==> src/rtl/core/svptb_pkg.sv <==
`timescale 1ns / 1ps

package svptb_pkg;

	localparam int POOL_PAGES_DEF = 64;
	localparam int IDX_W          = 9;
	localparam int ENTRIES_PER_PG = 512;
	localparam int VPN_W          = 27;
	localparam int PPN_W          = 44;
	localparam int CNT_W          = 28;
	localparam int PERM_W         = 8;
	localparam int ENTRY_W        = 54;

	localparam logic KIND_MAP    = 1'b0;
	localparam logic KIND_LOOKUP = 1'b1;

	typedef enum logic [2:0] {
		ST_CLEAR,
		ST_IDLE,
		ST_RD2,
		ST_CK2,
		ST_CK1,
		ST_LEAF,
		ST_CK0
	} svptb_state_t;

	typedef struct packed {
		logic             status;
		logic             is_mapped;
		logic [CNT_W-1:0] pages_mapped;
	} svptb_res_t;

endpackage

==> src/rtl/core/svptb_walk.sv <==
`timescale 1ns / 1ps

module svptb_walk import svptb_pkg::*; #(
	parameter int POOL_PAGES = POOL_PAGES_DEF,
	parameter int DEPTH = POOL_PAGES * ENTRIES_PER_PG,
	parameter int ADDR_W = $clog2(DEPTH)
) (
	input  logic               clk,
	input  logic               arst_n,
	input  logic [PPN_W-1:0]   base_ppn,
	input  logic               start,
	input  logic               kind,
	input  logic [VPN_W-1:0]   vpn,
	input  logic [PPN_W-1:0]   ppn,
	input  logic [CNT_W-1:0]   page_count,
	input  logic [PERM_W-1:0]  perm,
	output logic               busy,
	output logic               res_vld,
	output svptb_res_t         res,
	output logic               mem_we,
	output logic [ADDR_W-1:0]  mem_waddr,
	output logic [ENTRY_W-1:0] mem_wdata,
	output logic [ADDR_W-1:0]  mem_raddr,
	input  logic [ENTRY_W-1:0] mem_rdata
);

	localparam int PAGE_W = ADDR_W - IDX_W;
	localparam int NFP_W  = $clog2(POOL_PAGES + 1);

	svptb_state_t state_q, state_d;

	logic              kind_q;
	logic [VPN_W-1:0]  vpn_q;
	logic [PPN_W-1:0]  ppn_q;
	logic [CNT_W-1:0]  cnt_q;
	logic [PERM_W-1:0] perm_q;
	logic [CNT_W-1:0]  done_cnt_q;
	logic [PAGE_W-1:0] l1_q;
	logic [PAGE_W-1:0] l0_q;
	logic [NFP_W-1:0]  nfp_q;
	logic [ADDR_W-1:0] clr_q;
	logic              res_vld_q;
	svptb_res_t        res_q;

	logic [IDX_W-1:0]  idx2, idx1, idx0;
	logic [PPN_W-1:0]  ptr_page;
	logic              ent_v;
	logic              ptr_in;
	logic              pool_left;
	logic              lvl_ok;
	logic              alloc;
	logic [PAGE_W-1:0] lvl_pg;
	logic [CNT_W-1:0]  done_inc;
	logic              last_page;
	logic              clr_last;

	logic       fin;
	svptb_res_t fin_res;

	assign idx2 = vpn_q[3*IDX_W-1:2*IDX_W];
	assign idx1 = vpn_q[2*IDX_W-1:IDX_W];
	assign idx0 = vpn_q[IDX_W-1:0];

	// Entry just read: follow a valid pointer, or on a map allocate a fresh table.
	always_comb begin
		ent_v     = mem_rdata[0];
		ptr_page  = mem_rdata[ENTRY_W-1:ENTRY_W-PPN_W] - base_ppn;
		ptr_in    = ptr_page < PPN_W'(nfp_q);
		pool_left = nfp_q < NFP_W'(POOL_PAGES);
		lvl_ok    = ent_v ? ptr_in : ((kind_q == KIND_MAP) && pool_left);
		alloc     = !ent_v && (kind_q == KIND_MAP) && pool_left;
		lvl_pg    = ent_v ? ptr_page[PAGE_W-1:0] : nfp_q[PAGE_W-1:0];
		done_inc  = done_cnt_q + CNT_W'(1);
		last_page = done_inc == cnt_q;
		clr_last  = clr_q == ADDR_W'(DEPTH - 1);
	end

	always_comb begin
		state_d = state_q;
		case (state_q)
			ST_CLEAR: begin
				if (clr_last) begin
					state_d = ST_IDLE;
				end
			end
			ST_IDLE: begin
				if (start && (kind == KIND_LOOKUP || page_count != '0)) begin
					state_d = ST_RD2;
				end
			end
			ST_RD2: state_d = ST_CK2;
			ST_CK2: state_d = lvl_ok ? ST_CK1 : ST_IDLE;
			ST_CK1: begin
				if (!lvl_ok) begin
					state_d = ST_IDLE;
				end else if (kind_q == KIND_LOOKUP) begin
					state_d = ST_CK0;
				end else begin
					state_d = ST_LEAF;
				end
			end
			ST_LEAF: state_d = last_page ? ST_IDLE : ST_RD2;
			ST_CK0: state_d = ST_IDLE;
			default: state_d = ST_IDLE;
		endcase
	end

	always_comb begin
		mem_we    = 1'b0;
		mem_waddr = '0;
		mem_wdata = '0;
		mem_raddr = '0;
		fin       = 1'b0;
		fin_res   = '0;
		case (state_q)
			ST_CLEAR: begin
				mem_we    = 1'b1;
				mem_waddr = clr_q;
			end
			ST_IDLE: begin
				// A map of zero pages finishes at once.
				fin = start && (kind == KIND_MAP) && (page_count == '0);
			end
			ST_RD2: begin
				mem_raddr = {PAGE_W'(0), idx2};
			end
			ST_CK2: begin
				mem_raddr = {lvl_pg, idx1};
				mem_we    = alloc;
				mem_waddr = {PAGE_W'(0), idx2};
				mem_wdata = {base_ppn + PPN_W'(nfp_q), (IDX_W)'(0), 1'b1};
				fin       = !lvl_ok;
				fin_res.status       = kind_q == KIND_MAP;
				fin_res.pages_mapped = done_cnt_q;
			end
			ST_CK1: begin
				mem_raddr = {lvl_pg, idx0};
				mem_we    = alloc;
				mem_waddr = {l1_q, idx1};
				mem_wdata = {base_ppn + PPN_W'(nfp_q), (IDX_W)'(0), 1'b1};
				fin       = !lvl_ok;
				fin_res.status       = kind_q == KIND_MAP;
				fin_res.pages_mapped = done_cnt_q;
			end
			ST_LEAF: begin
				mem_we    = 1'b1;
				mem_waddr = {l0_q, idx0};
				mem_wdata = {ppn_q, 2'b00, perm_q};
				fin       = last_page;
				fin_res.pages_mapped = done_inc;
			end
			ST_CK0: begin
				fin = 1'b1;
				fin_res.is_mapped = mem_rdata[0];
			end
			default: begin
				fin = 1'b0;
			end
		endcase
	end

	always_ff @(posedge clk or negedge arst_n) begin
		if (!arst_n) begin
			state_q    <= ST_CLEAR;
			nfp_q      <= NFP_W'(1);
			clr_q      <= '0;
			res_vld_q  <= 1'b0;
			done_cnt_q <= '0;
		end else begin
			state_q   <= state_d;
			res_vld_q <= fin;
			case (state_q)
				ST_CLEAR: clr_q <= clr_q + ADDR_W'(1);
				ST_IDLE: begin
					if (start) begin
						done_cnt_q <= '0;
					end
				end
				ST_CK2: begin
					if (alloc) begin
						nfp_q <= nfp_q + NFP_W'(1);
					end
				end
				ST_CK1: begin
					if (alloc) begin
						nfp_q <= nfp_q + NFP_W'(1);
					end
				end
				ST_LEAF: done_cnt_q <= done_inc;
				default: begin
					done_cnt_q <= done_cnt_q;
				end
			endcase
		end
	end

	always_ff @(posedge clk) begin
		if (fin) begin
			res_q <= fin_res;
		end
		case (state_q)
			ST_IDLE: begin
				if (start) begin
					kind_q <= kind;
					vpn_q  <= vpn;
					ppn_q  <= ppn;
					cnt_q  <= page_count;
					perm_q <= perm;
				end
			end
			ST_CK2: l1_q <= lvl_pg;
			ST_CK1: l0_q <= lvl_pg;
			ST_LEAF: begin
				vpn_q <= vpn_q + VPN_W'(1);
				ppn_q <= ppn_q + PPN_W'(1);
			end
			default: begin
				l1_q <= l1_q;
			end
		endcase
	end

	assign busy    = state_q != ST_IDLE;
	assign res_vld = res_vld_q;
	assign res     = res_q;

endmodule

==> config.mk <==
export PLATFORM = sky130hd
export DESIGN_NAME = svptb_walk
export DESIGN_NICKNAME = d
export VERILOG_FILES = /design/src/rtl/core/svptb_pkg.sv /design/src/rtl/core/svptb_walk.sv
export SDC_FILE = /design/constraint.sdc
export NUM_CORES = 1
export LEC_CHECK = 0
export ABC_AREA = 1
export BUFFER_PORTS_ARGS = -buffer_cell sky130_fd_sc_hd__buf_2
export CELL_PAD_IN_SITES_DETAIL_PLACEMENT = 1
export CELL_PAD_IN_SITES_GLOBAL_PLACEMENT = 1
export CORE_MARGIN = 2
export CORE_UTILIZATION = 35
export DETAILED_ROUTE_END_ITERATION = 8
export GPL_TIMING_DRIVEN = 1
export MAX_ROUTING_LAYER = met4
export PLACE_DENSITY = 0.69
export SETUP_SLACK_MARGIN = 0.2
export SLEW_MARGIN = 15
export SYNTH_ARGS = -nofsm -noshare
export SYNTH_HDL_FRONTEND = slang
export SYNTH_SLANG_ARGS = --single-unit
==> constraint.sdc <==
create_clock -name clk -period 5.5 [get_ports clk]
set_input_delay 1.1 -clock clk [delete_from_list [all_inputs] [get_ports clk]]
set_output_delay 1.1 -clock clk [all_outputs]
set_load 0.005 [all_outputs]
==> results.cfg <==
[outcome]
outcome = finished clean

[timing]
grt_setup_unrepaired = false
period_share = 0.9075
setup_viol = 0
fin_setup_tns_ps = 0
slew_violations = 0
fin_worst_skew_ps = 33.18
timing.fmax_ghz = 0.2003
timing.final.crit_period_ps = 4991
tightestPinTransition_ps = 990.9
relSlewSlack = 0.3324
hold_violations = 0

[clock_tree]
clkLatencyLatePin_ps = 570
root_buffer = clkbuf_16
cts_buffer_depth = 3
h-tree-depth = 1
cts_tree = built
cts-hold-fix-buffers = 0
clock_sinks = 204
clkTransAtPathRegs_ps = 60
numCtsBuffers = 24

[placed_design]
gp_congestion = 0.9605
hpwl_um = 63260
portBuffers = 314
dp.cells = 3497

[power_and_ir_drop]
internal_power_uw = 3450
powerDensity_nw_per_um2 = 271.8
seq_power_share = 0.384
p_leak_uw = 0.009787
clock_power_share = 0.293
p_comb_frac = 0.323
p_sw_uw = 2116
swShare = 0.3801
peakVddDrop_v = 0.0002589

[synth]
synth-seq-cells = 204
synth_top_area_frac = 0.2608
synth.area.top_cells = edfxtp_1 26%, nand2_1 17%, inv_1 8.8%, dfrtp_1 7.7%, nand3_1 6.0%
synthTopCellsByCount = 769 x nand2_1, 405 x inv_1, 254 x nor2_1, 207 x nand3_1, 150 x edfxtp_1
synth.most_common_cell = nand2_1
yosys.area.top_type = edfxtp_1
ys_seq_area_frac = 0.3391
synthArstFlopShare = 0.2647
synth-edff-count = 150
ys_types = 66
synthFlopType = edfxtp_1
synth_area_per_cell_um2 = 6.757
synthCells = 2556
synth_warnings = 0
netlist_area_um2 = 17270

[global_route]
grt_overflow = 0
grt_pass1_vias = 19420
grt_first_pass_wirelength_um = 113700
antenna_found_initial = 5
grt_max_degree = 107
grt_util_all_layers = 0.3011

[critical_path]
cp_data_required_time_ps = 4400
slowest_stage = ha_1
max_stage_delay_ps = 400
crit_path_end_kind = primary output
arrival_ps = 3890
start_kind = input port
crit_type = input port to primary output
critPathTopFamily = simple AND/OR/NAND/NOR gates
crit_buf_inv = 3
path_max_fanout = 7
path_cells = buf_2 > ha_1 > nand2_1 > o21ai_0 > a21oi_1 > o21ai_2 > inv_1 > nor2_1 > nand2_1 > nor4_2 > or2_2 > nand3_1 > o21ai_0 > buf_2

[final_layout]
drive_gt1_frac = 0.1532
final_cells = 3546
area_delta_synth_final_pct = 18.58
finalNetCount = 3132

[die]
die_y_um = 226.1
die_w_um = 226.1
core_um2 = 48850
start_util = 0.3535
dieArea_um2 = 51140
ios = 326
rows = 81

[route]
drc = 0
drt-wirelength-per-cell_um = 21.44
drtIter0Drc = 1046
ant_nets = 0
wl_um = 76030
viasPerCell = 5.294
first_pass_iters = 5
num_vias = 18770

[min_path]
hp-class = flop to flop

[run]
drv_cap = 0
cell type report:
| cell class | instances | area, um^2 |
|---|---|---|
| Multi-Input combinational cell | 1893 | 9736 |
| Fill cell | 6456 | 28370 |
| Timing Repair Buffer | 327 | 1707 |
| Tap cell | 664 | 830.8 |
| Sequential cell | 204 | 5857 |
| Clock inverter | 7 | 88.84 |
| Antenna cell | 4 | 10.01 |
| Inverter | 410 | 1541 |
| Clock buffer | 37 | 709.4 |
logic make-up after synthesis:
kind of cell / Yosys count / synth area share
fa+ha+maj: 63 / 0.04651
other cells: 1 / 0.0002171
compound gates: 313 / 0.1093
simple gates: 1439 / 0.3658
xor+xnor: 76 / 0.03854
flops: 204 / 0.3391
buf+inv: 460 / 0.1005
worst paths after layout:
kind                               startpoint       endpoint  slack (ps)  cells after the start
worst max register to register  done_cnt_q[0]        res[19]        1440                     18
min in group asynchronous              arst_n       nfp_q[5]         700                      2
worst min-delay path                clr_q[12]      clr_q[12]         490                      1
worst min register to register      clr_q[12]      clr_q[12]         490                      1
worst max-delay path              base_ppn[4]  mem_wdata[52]         510                     14
max in group asynchronous              arst_n      clr_q[14]        4220                      2
power groups by stage:
stage | clock network, uW | registers [uW] | logic (uW)
after global routing | 1720 | 2160 | 1970
final | 1630 | 2140 | 1800
after floorplan | 0 | 2120 | 999
after CTS | 1660 | 2140 | 1800
after detailed placement | 0 | 2160 | 1790
after global placement | 0 | 2150 | 1750
routing by layer:
layer,GRT usage,up-vias,share of wire
li1,-,9020,-
met1,0.3688,9182,0.43
met2,0.5253,447,0.50
met3,0.02407,123,0.039
met4,0.09741,0,0.033
met5,-,-,0
registers in the layout, summed over array words and instances, names as in the netlist:
signal and count:
ppn_q 44, l1_q 6, vpn_q 27, cnt_q 28, res 30, perm_q 8, res_vld 1, l0_q 6
nfp_q 7, state_q 3, done_cnt_q 28, kind_q 1, clr_q 15
repair_timing:
| item | 4_1_cts | 5_1_grt |
|---|---|---|
| setup endpoints to repair | 0 | 4 |
| buffers inserted | 0 | 1 |
| gates resized for setup | 0 | 2 |
cells in the final DEF, fill, tap and decap left out, types with 18 or more instances in the layout:
cell type / n
xor2_1: 64
buf_2: 314
nor3_1: 47
nand4_1: 55
nor2_1: 251
o21ai_0: 130
inv_1: 404
nand2_1: 769
dfrtp_1: 53
clkbuf_16: 24
nand3b_1: 18
a21oi_1: 70
nor4_1: 25
nand3_1: 207
o211ai_1: 24
ha_1: 61
edfxtp_1: 150
metrics by stage:
stage / hold slack, ps / utilization / setup WS, ps / cell area, um^2 / power, uW
2_1_floorplan: 441.6 / - / 1017 / 17270 / 3124
3_3_place_gp: 455.9 / 0.4022 / 426.3 / 19650 / 3899
3_5_place_dp: 479.7 / 0.4022 / 373.2 / 19650 / 3952
4_1_cts: 495.5 / 0.4186 / 375.8 / 20450 / 5596
5_1_grt: 519.9 / 0.4192 / 242.9 / 20480 / 5852
6_report: 492.6 / 0.4192 / 508.5 / 20480 / 5566
No activity file was read; power rests on OpenSTA's default activity.
